$ cat src/hdl/u8u2_pkg.sv
// Shared types and constants for the UTF-8 to UCS-2 name decoder.
package u8u2_pkg;

    // How many bytes of a multi-byte sequence are currently held.
    localparam logic [1:0] HELD_NONE = 2'd0;
    localparam logic [1:0] HELD_ONE  = 2'd1;
    localparam logic [1:0] HELD_TWO  = 2'd2;

    // Replacement unit for bytes that cannot be decoded.
    localparam logic [15:0] QMARK = 16'h003F;

    // Everything one input byte produces: up to two units, then possibly the end beat.
    typedef struct packed {
        logic [1:0][15:0] unit;
        logic [1:0]       num_units;
        logic             end_mark;
        logic [6:0]       unit_count;
    } bundle_t;

endpackage

$ cat src/hdl/u8u2_byte_if.sv
// Handshake channel carrying one UTF-8 byte per beat.
interface u8u2_byte_if;
    logic       valid;
    logic       ready;
    logic [7:0] in_byte;

    modport source (output valid, output in_byte, input ready);
    modport sink   (input valid, input in_byte, output ready);
endinterface

$ cat src/hdl/u8u2_unit_if.sv
// Handshake channel carrying one UCS-2 result per beat.
interface u8u2_unit_if;
    logic        valid;
    logic        ready;
    logic [15:0] code_unit;
    logic        end_mark;
    logic [6:0]  unit_count;

    modport source (output valid, output code_unit, output end_mark, output unit_count,
                    input ready);
    modport sink   (input valid, input code_unit, input end_mark, input unit_count,
                    output ready);
endinterface

$ cat src/hdl/u8u2_decode.sv
// Sequence state and single-byte decode into a bundle of results.
module u8u2_decode #(
    parameter int unsigned MAX_UNITS = 127
) (
    input  logic              clk,
    input  logic              rst_n,
    input  logic [7:0]        in_byte,
    input  logic              take,
    output u8u2_pkg::bundle_t bundle
);
    import u8u2_pkg::*;

    localparam int unsigned CNT_W = $clog2(MAX_UNITS + 1);
    localparam logic [CNT_W-1:0] CNT_MAX = CNT_W'(MAX_UNITS);

    logic [1:0]       held_reg,   held_next;
    logic [7:0]       lead_reg,   lead_next;
    logic [7:0]       second_reg, second_next;
    logic [CNT_W-1:0] cnt_reg,    cnt_next;

    logic             cand0_vld, cand1_vld, fin;
    logic [15:0]      cand0, cand1;
    logic             keep0, keep1;
    logic [CNT_W-1:0] cnt_a, cnt_b;
    logic [CNT_W+6:0] cnt_ext;
    logic             lead_two, lead_three;

    assign lead_two   = (in_byte[7:5] == 3'b110);
    assign lead_three = (in_byte[7:4] == 4'b1110);

    always_comb
    begin
        cand0_vld   = 1'b0;
        cand1_vld   = 1'b0;
        cand0       = QMARK;
        cand1       = QMARK;
        fin         = 1'b0;
        held_next   = held_reg;
        lead_next   = lead_reg;
        second_next = second_reg;
        unique case (held_reg)
            HELD_NONE:
            begin
                if (in_byte == 8'h00)
                begin
                    fin = 1'b1;
                end
                else if (!in_byte[7])
                begin
                    cand0_vld = 1'b1;
                    cand0     = {8'h00, in_byte};
                end
                else if (lead_two || lead_three)
                begin
                    lead_next = in_byte;
                    held_next = HELD_ONE;
                end
                else
                begin
                    cand0_vld = 1'b1;
                end
            end
            HELD_ONE:
            begin
                if (in_byte == 8'h00)
                begin
                    cand0_vld = 1'b1;
                    fin       = 1'b1;
                end
                else if (lead_reg[7:5] == 3'b110)
                begin
                    cand0_vld = 1'b1;
                    cand0     = {5'b00000, lead_reg[4:0], in_byte[5:0]};
                    held_next = HELD_NONE;
                    lead_next = 8'h00;
                end
                else
                begin
                    second_next = in_byte;
                    held_next   = HELD_TWO;
                end
            end
            HELD_TWO:
            begin
                cand0_vld = 1'b1;
                if (in_byte == 8'h00)
                begin
                    // The held second byte is decoded again on its own.
                    cand1_vld = 1'b1;
                    cand1     = second_reg[7] ? QMARK : {8'h00, second_reg};
                    fin       = 1'b1;
                end
                else
                begin
                    cand0       = {lead_reg[3:0], second_reg[5:0], in_byte[5:0]};
                    held_next   = HELD_NONE;
                    lead_next   = 8'h00;
                    second_next = 8'h00;
                end
            end
            default:
            begin
                held_next = HELD_NONE;
            end
        endcase
    end

    // Units past the limit are dropped; the count saturates at the limit.
    assign keep0   = cand0_vld && (cnt_reg < CNT_MAX);
    assign cnt_a   = cnt_reg + CNT_W'(keep0);
    assign keep1   = cand1_vld && (cnt_a < CNT_MAX);
    assign cnt_b   = cnt_a + CNT_W'(keep1);
    assign cnt_ext = {7'b0000000, cnt_b};

    always_comb
    begin
        bundle.unit[0]    = keep0 ? cand0 : cand1;
        bundle.unit[1]    = cand1;
        bundle.num_units  = {1'b0, keep0} + {1'b0, keep1};
        bundle.end_mark   = fin;
        bundle.unit_count = cnt_ext[6:0];
        cnt_next          = fin ? '0 : cnt_b;
    end

    always_ff @(posedge clk or negedge rst_n)
    begin
        if (!rst_n)
        begin
            held_reg   <= HELD_NONE;
            lead_reg   <= 8'h00;
            second_reg <= 8'h00;
            cnt_reg    <= '0;
        end
        else if (take)
        begin
            if (fin)
            begin
                held_reg   <= HELD_NONE;
                lead_reg   <= 8'h00;
                second_reg <= 8'h00;
            end
            else
            begin
                held_reg   <= held_next;
                lead_reg   <= lead_next;
                second_reg <= second_next;
            end
            cnt_reg <= cnt_next;
        end
    end

endmodule

$ cat src/hdl/u8u2_serial.sv
// Result register that holds one bundle and hands it out one beat at a time.
module u8u2_serial (
    input  logic              clk,
    input  logic              rst_n,
    input  u8u2_pkg::bundle_t bundle,
    input  logic              load,
    output logic              free,
    u8u2_unit_if.source       res
);
    import u8u2_pkg::*;

    logic [1:0][15:0] unit_reg;
    logic [1:0]       nu_reg;
    logic             end_reg;
    logic [6:0]       cnt_reg;
    logic [1:0]       idx_reg, idx_next;
    logic [1:0]       items;
    logic             pop, last, on_unit;

    assign items    = nu_reg + {1'b0, end_reg};
    assign on_unit  = (idx_reg < nu_reg);
    assign pop      = res.valid && res.ready;
    assign idx_next = idx_reg + 2'd1;
    assign last     = (idx_next == items);
    assign free     = !res.valid || (pop && last);

    assign res.valid      = (idx_reg < items);
    assign res.code_unit  = on_unit ? unit_reg[idx_reg[0]] : 16'h0000;
    assign res.end_mark   = !on_unit;
    assign res.unit_count = on_unit ? 7'd0 : cnt_reg;

    always_ff @(posedge clk or negedge rst_n)
    begin
        if (!rst_n)
        begin
            idx_reg <= 2'd0;
            nu_reg  <= 2'd0;
            end_reg <= 1'b0;
        end
        else if (load)
        begin
            idx_reg <= 2'd0;
            nu_reg  <= bundle.num_units;
            end_reg <= bundle.end_mark;
        end
        else if (pop)
        begin
            idx_reg <= idx_next;
        end
    end

    always_ff @(posedge clk)
    begin
        if (load)
        begin
            unit_reg <= bundle.unit;
            cnt_reg  <= bundle.unit_count;
        end
    end

`ifndef SYNTHESIS
    a_idx_bound: assert property (@(posedge clk) disable iff (!rst_n)
        idx_reg <= items)
        else $error("result index ran past the held bundle");

    a_load_free: assert property (@(posedge clk) disable iff (!rst_n)
        load |-> (!res.valid || (pop && last)))
        else $error("bundle overwritten while results were pending");

    a_end_last: assert property (@(posedge clk) disable iff (!rst_n)
        (res.valid && res.end_mark) |-> (idx_reg == nu_reg) && end_reg)
        else $error("end beat is not the last beat of its bundle");

    a_drain: assert property (@(posedge clk) disable iff (!rst_n)
        (pop && !last && !load) |=> res.valid)
        else $error("bundle lost beats while draining");
`endif

endmodule

$ cat src/hdl/utf8_to_ucs2_decoder_core.sv
// Top level of the UTF-8 to UCS-2 name decoder.
//
//   Channel      Modport  Beat payload                          Meaning
//   name_bytes   sink     in_byte[7:0]                          one UTF-8 byte, zero ends name
//   name_units   source   code_unit[15:0], end_mark, unit_count  one unit, or the end beat
//
// A byte is decoded in the cycle it is accepted and its results land in the
// result register at that edge; the first result is offered in the next cycle.
// A byte that yields zero or one result leaves room for the next byte in the
// very next cycle while name_units is ready, so the sustained rate is then one
// byte per cycle. A name end that yields two or three results holds the input
// until the single-beat output register has handed out its last beat.
// Reset clears the sequence state, the unit count and the result register's beat count.
// A stall on name_units holds the current beat and, once the register is full,
// holds name_bytes ready low.
module utf8_to_ucs2_decoder_core #(
    parameter int unsigned MAX_UNITS = 127
) (
    input  logic        clk,
    input  logic        rst_n,
    u8u2_byte_if.sink   name_bytes,
    u8u2_unit_if.source name_units
);
    import u8u2_pkg::*;

    bundle_t bundle;
    logic    take;
    logic    free;

    // The input is taken whenever the result register will be empty after
    // this edge, so the decode and the drain overlap.
    assign name_bytes.ready = free;
    assign take             = name_bytes.valid && free;

    u8u2_decode #(
        .MAX_UNITS (MAX_UNITS)
    ) u_decode (
        .clk     (clk),
        .rst_n   (rst_n),
        .in_byte (name_bytes.in_byte),
        .take    (take),
        .bundle  (bundle)
    );

    u8u2_serial u_serial (
        .clk    (clk),
        .rst_n  (rst_n),
        .bundle (bundle),
        .load   (take),
        .free   (free),
        .res    (name_units)
    );

endmodule

$ cat src/flat_wrapper.sv
// flat-port wrapper written by rule: the top's interface ports become plain ports
module utf8_to_ucs2_decoder_core_flat import u8u2_pkg::*;
#(
    parameter int unsigned MAX_UNITS = 127
)
  (clk, rst_n, name_bytes_valid, name_bytes_in_byte, name_bytes_ready, name_units_valid, name_units_code_unit, name_units_end_mark, name_units_unit_count, name_units_ready);
  u8u2_byte_if name_bytes_i ();
  u8u2_unit_if name_units_i ();
  input  logic clk;
  input  logic rst_n;
  input wire logic [$bits(name_bytes_i.valid)-1:0] name_bytes_valid;
  input wire logic [$bits(name_bytes_i.in_byte)-1:0] name_bytes_in_byte;
  output wire logic [$bits(name_bytes_i.ready)-1:0] name_bytes_ready;
  output wire logic [$bits(name_units_i.valid)-1:0] name_units_valid;
  output wire logic [$bits(name_units_i.code_unit)-1:0] name_units_code_unit;
  output wire logic [$bits(name_units_i.end_mark)-1:0] name_units_end_mark;
  output wire logic [$bits(name_units_i.unit_count)-1:0] name_units_unit_count;
  input wire logic [$bits(name_units_i.ready)-1:0] name_units_ready;
  assign name_bytes_i.valid = name_bytes_valid;
  assign name_bytes_i.in_byte = name_bytes_in_byte;
  assign name_bytes_ready = name_bytes_i.ready;
  assign name_units_valid = name_units_i.valid;
  assign name_units_code_unit = name_units_i.code_unit;
  assign name_units_end_mark = name_units_i.end_mark;
  assign name_units_unit_count = name_units_i.unit_count;
  assign name_units_i.ready = name_units_ready;
  utf8_to_ucs2_decoder_core #(.MAX_UNITS(MAX_UNITS)) u_core (.clk(clk), .rst_n(rst_n), .name_bytes(name_bytes_i), .name_units(name_units_i));
endmodule
$ cat config.mk
export PLATFORM = sky130hd
export DESIGN_NAME = utf8_to_ucs2_decoder_core_flat
export DESIGN_NICKNAME = d
export VERILOG_FILES = /design/src/hdl/u8u2_pkg.sv /design/src/hdl/u8u2_byte_if.sv /design/src/hdl/u8u2_unit_if.sv /design/src/hdl/u8u2_decode.sv /design/src/hdl/u8u2_serial.sv /design/src/hdl/utf8_to_ucs2_decoder_core.sv /design/src/flat_wrapper.sv
export SDC_FILE = /design/constraint.sdc
export NUM_CORES = 1
export LEC_CHECK = 0
export BUFFER_PORTS_ARGS = -buffer_cell sky130_fd_sc_hd__buf_4
export CORE_MARGIN = 3
export CORE_UTILIZATION = 45
export CTS_CLUSTER_SIZE = 40
export DETAILED_ROUTE_END_ITERATION = 6
export PLACE_DENSITY_LB_ADDON = 0.15
export SKIP_LAST_GASP = 1
export SYNTH_ARGS = -nofsm -noshare
export SYNTH_HDL_FRONTEND = slang
export SYNTH_HIERARCHICAL = 1
export SYNTH_SLANG_ARGS = --single-unit
$ cat constraint.sdc
create_clock -name clk -period 4.15 [get_ports clk]
set_input_delay 1.0375 -clock clk [delete_from_list [all_inputs] [get_ports clk]]
set_output_delay 1.0375 -clock clk [all_outputs]
set_load 0.05 [all_outputs]
==> flow_summary_export.csv <==
group,metric,value,unit
place,port_buffers,37,
layout,drive_above_1_share,29.7,%
place,placed_cells,490,
layout,num_antenna_cells,0,
yosys,synth_top_cells_by_area,"edfxtp_1 (30%), dfrtp_1 (19%), mux2_2 (4.9%), mux2i_1 (4.4%), nor2_1 (3.8%)",
worst_setup_path,worstPathCellList,"buf_4 > or4_4 > nor2_8 > o21a_1 > a21o_1 > inv_2 > ha_4 > ha_4 > and3b_1 > o221ai_2 > a22oi_2 > a31oi_2 > ha_2 > and3_4 > nor3b_4 > xnor2_1 > a22o_1",
global_routing,globalRouteTotalUtil,17.2,%
global_routing,antenna_found_initial,0,
route,drc,0,
yosys,yosys_warnings,6,
global_routing,grt_max_degree,39,
die,chipHeight,99.0,um
global_routing,gr-total-overflow,0,
cts,clkTransAtPathRegs,0.07,ns
die,initial_core_util,46.9,%
cts,postCtsHoldBufs,0,
cts,htree_levels,3,
cts,tritoncts,"built",
layout,largest_reg_flops,32,
global_routing,met2_usage,28.7,%
die,num_rows,33,
cts,clockBufferDepth,2,
cts,cts_root_buffer,"clkbuf_8",
global_routing,top_usage_layer,"met2",
yosys,avgSynthCellArea,11.3,um2
worst_setup_path,cp.required,4.37,ns
sta,fin_skew,0.00880,ns
cts,clk_latency,0.34,ns
route,vias,2666,
worst_setup_path,worst-path-max-fanout,6,
cts,clock_sinks,69,
sta,clock.fmax,262,MHz
worst_setup_path,slowest_delay,0.58,ns
sta,rsz0062_at_grt,"no",
place,dpl_cell_area,4390,um2
sta,min_period,3.82,ns
worst_setup_path,critPathLaunchType,"primary input",
global_routing,grt_pass1_wl,13200,um
route,finalWirelength,7950,um
job,maxCapViolCount,0,
worst_setup_path,endpoint,"u_core/u_decode/cnt_reg[5]$_DFFE_PN0P_",
outcome,outcome,"completed",
worst_setup_path,worstSetupPathType,"primary input to register",
yosys,syn_inst,343,
sta,worst_pin_slew,0.737,ns
route,first_pass_iters,4,
cts,postCtsResizedCells,0,
yosys,yosysTopAreaCell,"edfxtp_1",
yosys,syn-cell-area,3890,um2
route,avgViaCountPerCell,5.27,
yosys,ys_seq_elements,69,
layout,post-route-util,55.2,%
worst_setup_path,worst-r2r-setup-slack,0.56,ns
global_routing,grt_use_met1,22.0,%
die,die_area,9800,um2
yosys,synth_commonest_cells,"edfxtp_1 (39), nor2_1 (39), dfrtp_1 (30)",
worst_setup_path,rr_endpoint,"u_core/u_decode/cnt_reg[5]$_DFFE_PN0P_",
route,detail-route-antenna-nets,0,
cts,cts_made_buffers,9,
worst_setup_path,arrival,4.04,ns
sta,finalSetupViolCount,0,
layout,area_growth,17.7,%
worst_setup_path,cp-end-kind,"register",
die,coreArea,8300,um2
die,io_pins,38,
sta,slew_headroom,50.9,%
layout,nets,419,
place,hpwlAfterDp,5850,um
place,gp_congestion,0.883,
worst_setup_path,startpoint,"name_bytes_in_byte[5]",
hold_path,hold_class,"register to register",
yosys,synth.top_cell.area_share,30.1,%
cts,post-cts-setup-buffers,0,
yosys,ys.flop_type,"edfxtp_1",
yosys,async_reset_ff_share,43.5,%
sta,slew_violations,0,
worst_setup_path,worstReg2RegStart,"u_core/u_decode/held_reg[1]$_DFFE_PN0P_",
sta,post-route-period-util,92.1,%
global_routing,met3_usage,3.61,%
yosys,synth.distinct_cells,63,
sta,hold_viol_final,0,
yosys,synth_edf_count,39,
die,fp.dieW,99.0,um
layout,stdcell_count,506,
worst_setup_path,crit_top_cell,"ha_4",
route,wl_per_cell,15.7,um
worst_setup_path,cpMaxStageDelayCell,"or4_4",
route,drt-initial-drc-count,160,
layout,design_area,4580,um2
worst_setup_path,worstRegToRegCells,17,
yosys,yosysSeqAreaShare,49.4,%
global_routing,grt_pass1_vias,2641,
critical path, delay by kind of cell:
kind                       cells  cell delay [ns]
AOI/OAI and AO/OA              6             0.86
xor gates and xnor gates       1             0.11
adders and majority gates      3             0.55
buffers and inverters          2             0.16
and+or+nand+nor                5             1.33
logic make-up (layout without fill, tap and decap cells):
kind of cell	Yosys count	count (layout)	synth area share, %
other	1	9	0.0964
XOR/XNOR	11	11	2.67
adder cells (fa/ha/maj)	11	11	3.54
flip-flops	69	69	49.4
multiplexers	42	42	12.3
AO/OA/AOI/OAI	49	49	8.81
AND/OR/NAND/NOR	127	127	18.2
buffers and inverters	33	83	5.05
per-layer routing:
layer / up-vias / part of all wire (%) / routed length (um)
met5: - / 0 / 0
met4: 0 / 1.6 / 124
met3: 9 / 3.4 / 272
met2: 55 / 50 / 4000
met1: 1271 / 45 / 3550
li1: 1331 / - / -
cell type report:
| cell class | instances | area (um2) |
|---|---|---|
| inverters | 10 | 37.5 |
| repair buffers | 57 | 428 |
| clock buffers | 10 | 128 |
| multi-input cells | 249 | 1870 |
| clock inverters | 6 | 63.8 |
| well taps | 105 | 131 |
| fillers | 744 | 3720 |
| flip-flops and latches | 69 | 1920 |
worst min path at each step:
| stage | start | endpoint | cells past startpoint |
|---|---|---|---|
| floorplan | u_core/u_decode/second_reg[7]$_DFFE_PN0P_ | u_core/u_decode/second_reg[7]$_DFFE_PN0P_ | 1 |
| global placement | u_core/u_decode/lead_reg[4]$_DFFE_PN0P_ | u_core/u_decode/lead_reg[4]$_DFFE_PN0P_ | 1 |
| detailed placement | u_core/u_decode/second_reg[7]$_DFFE_PN0P_ | u_core/u_decode/second_reg[7]$_DFFE_PN0P_ | 1 |
| CTS | u_core/u_decode/second_reg[7]$_DFFE_PN0P_ | u_core/u_decode/second_reg[7]$_DFFE_PN0P_ | 1 |
| global route | u_core/u_decode/lead_reg[4]$_DFFE_PN0P_ | u_core/u_decode/lead_reg[4]$_DFFE_PN0P_ | 1 |
| finish | u_core/u_decode/second_reg[7]$_DFFE_PN0P_ | u_core/u_decode/second_reg[7]$_DFFE_PN0P_ | 1 |
metrics by stage:
step | setup TNS [ns] | hold WS [ns] | setup slack (ns)
detailed placement | -0.0524 | 0.496 | -0.0338
CTS | 0 | 0.512 | 0.328
global route | 0 | 0.535 | 0.173
finish | 0 | 0.511 | 0.329
global placement | 0 | 0.490 | 0.0531
floorplan | 0 | 0.473 | 0.00202
layout by cell type, fill, tap and decap left out, drive strengths merged, types with 3 or more instances in the layout:
master,Yosys,routed
a21boi,3,3
a21oi,6,6
a22oi,5,5
a31oi,4,4
and2,9,9
and3,9,9
buf,19,57
clkbuf,4,10
clkinv,1,4
conb,1,9
dfrtp,30,30
edfxtp,39,39
ha,11,11
inv,9,9
mux2,25,25
mux2i,17,17
nand2,16,16
nand3,5,5
nor2,40,40
nor2b,18,18
nor3,5,5
o21ai,11,11
o31ai,3,3
or2,7,7
xnor2,8,8
xor2,3,3
Power is left out: the tool's default activity adds up to more than one toggle a clock period on the data nets, which glitch-free logic cannot reach.
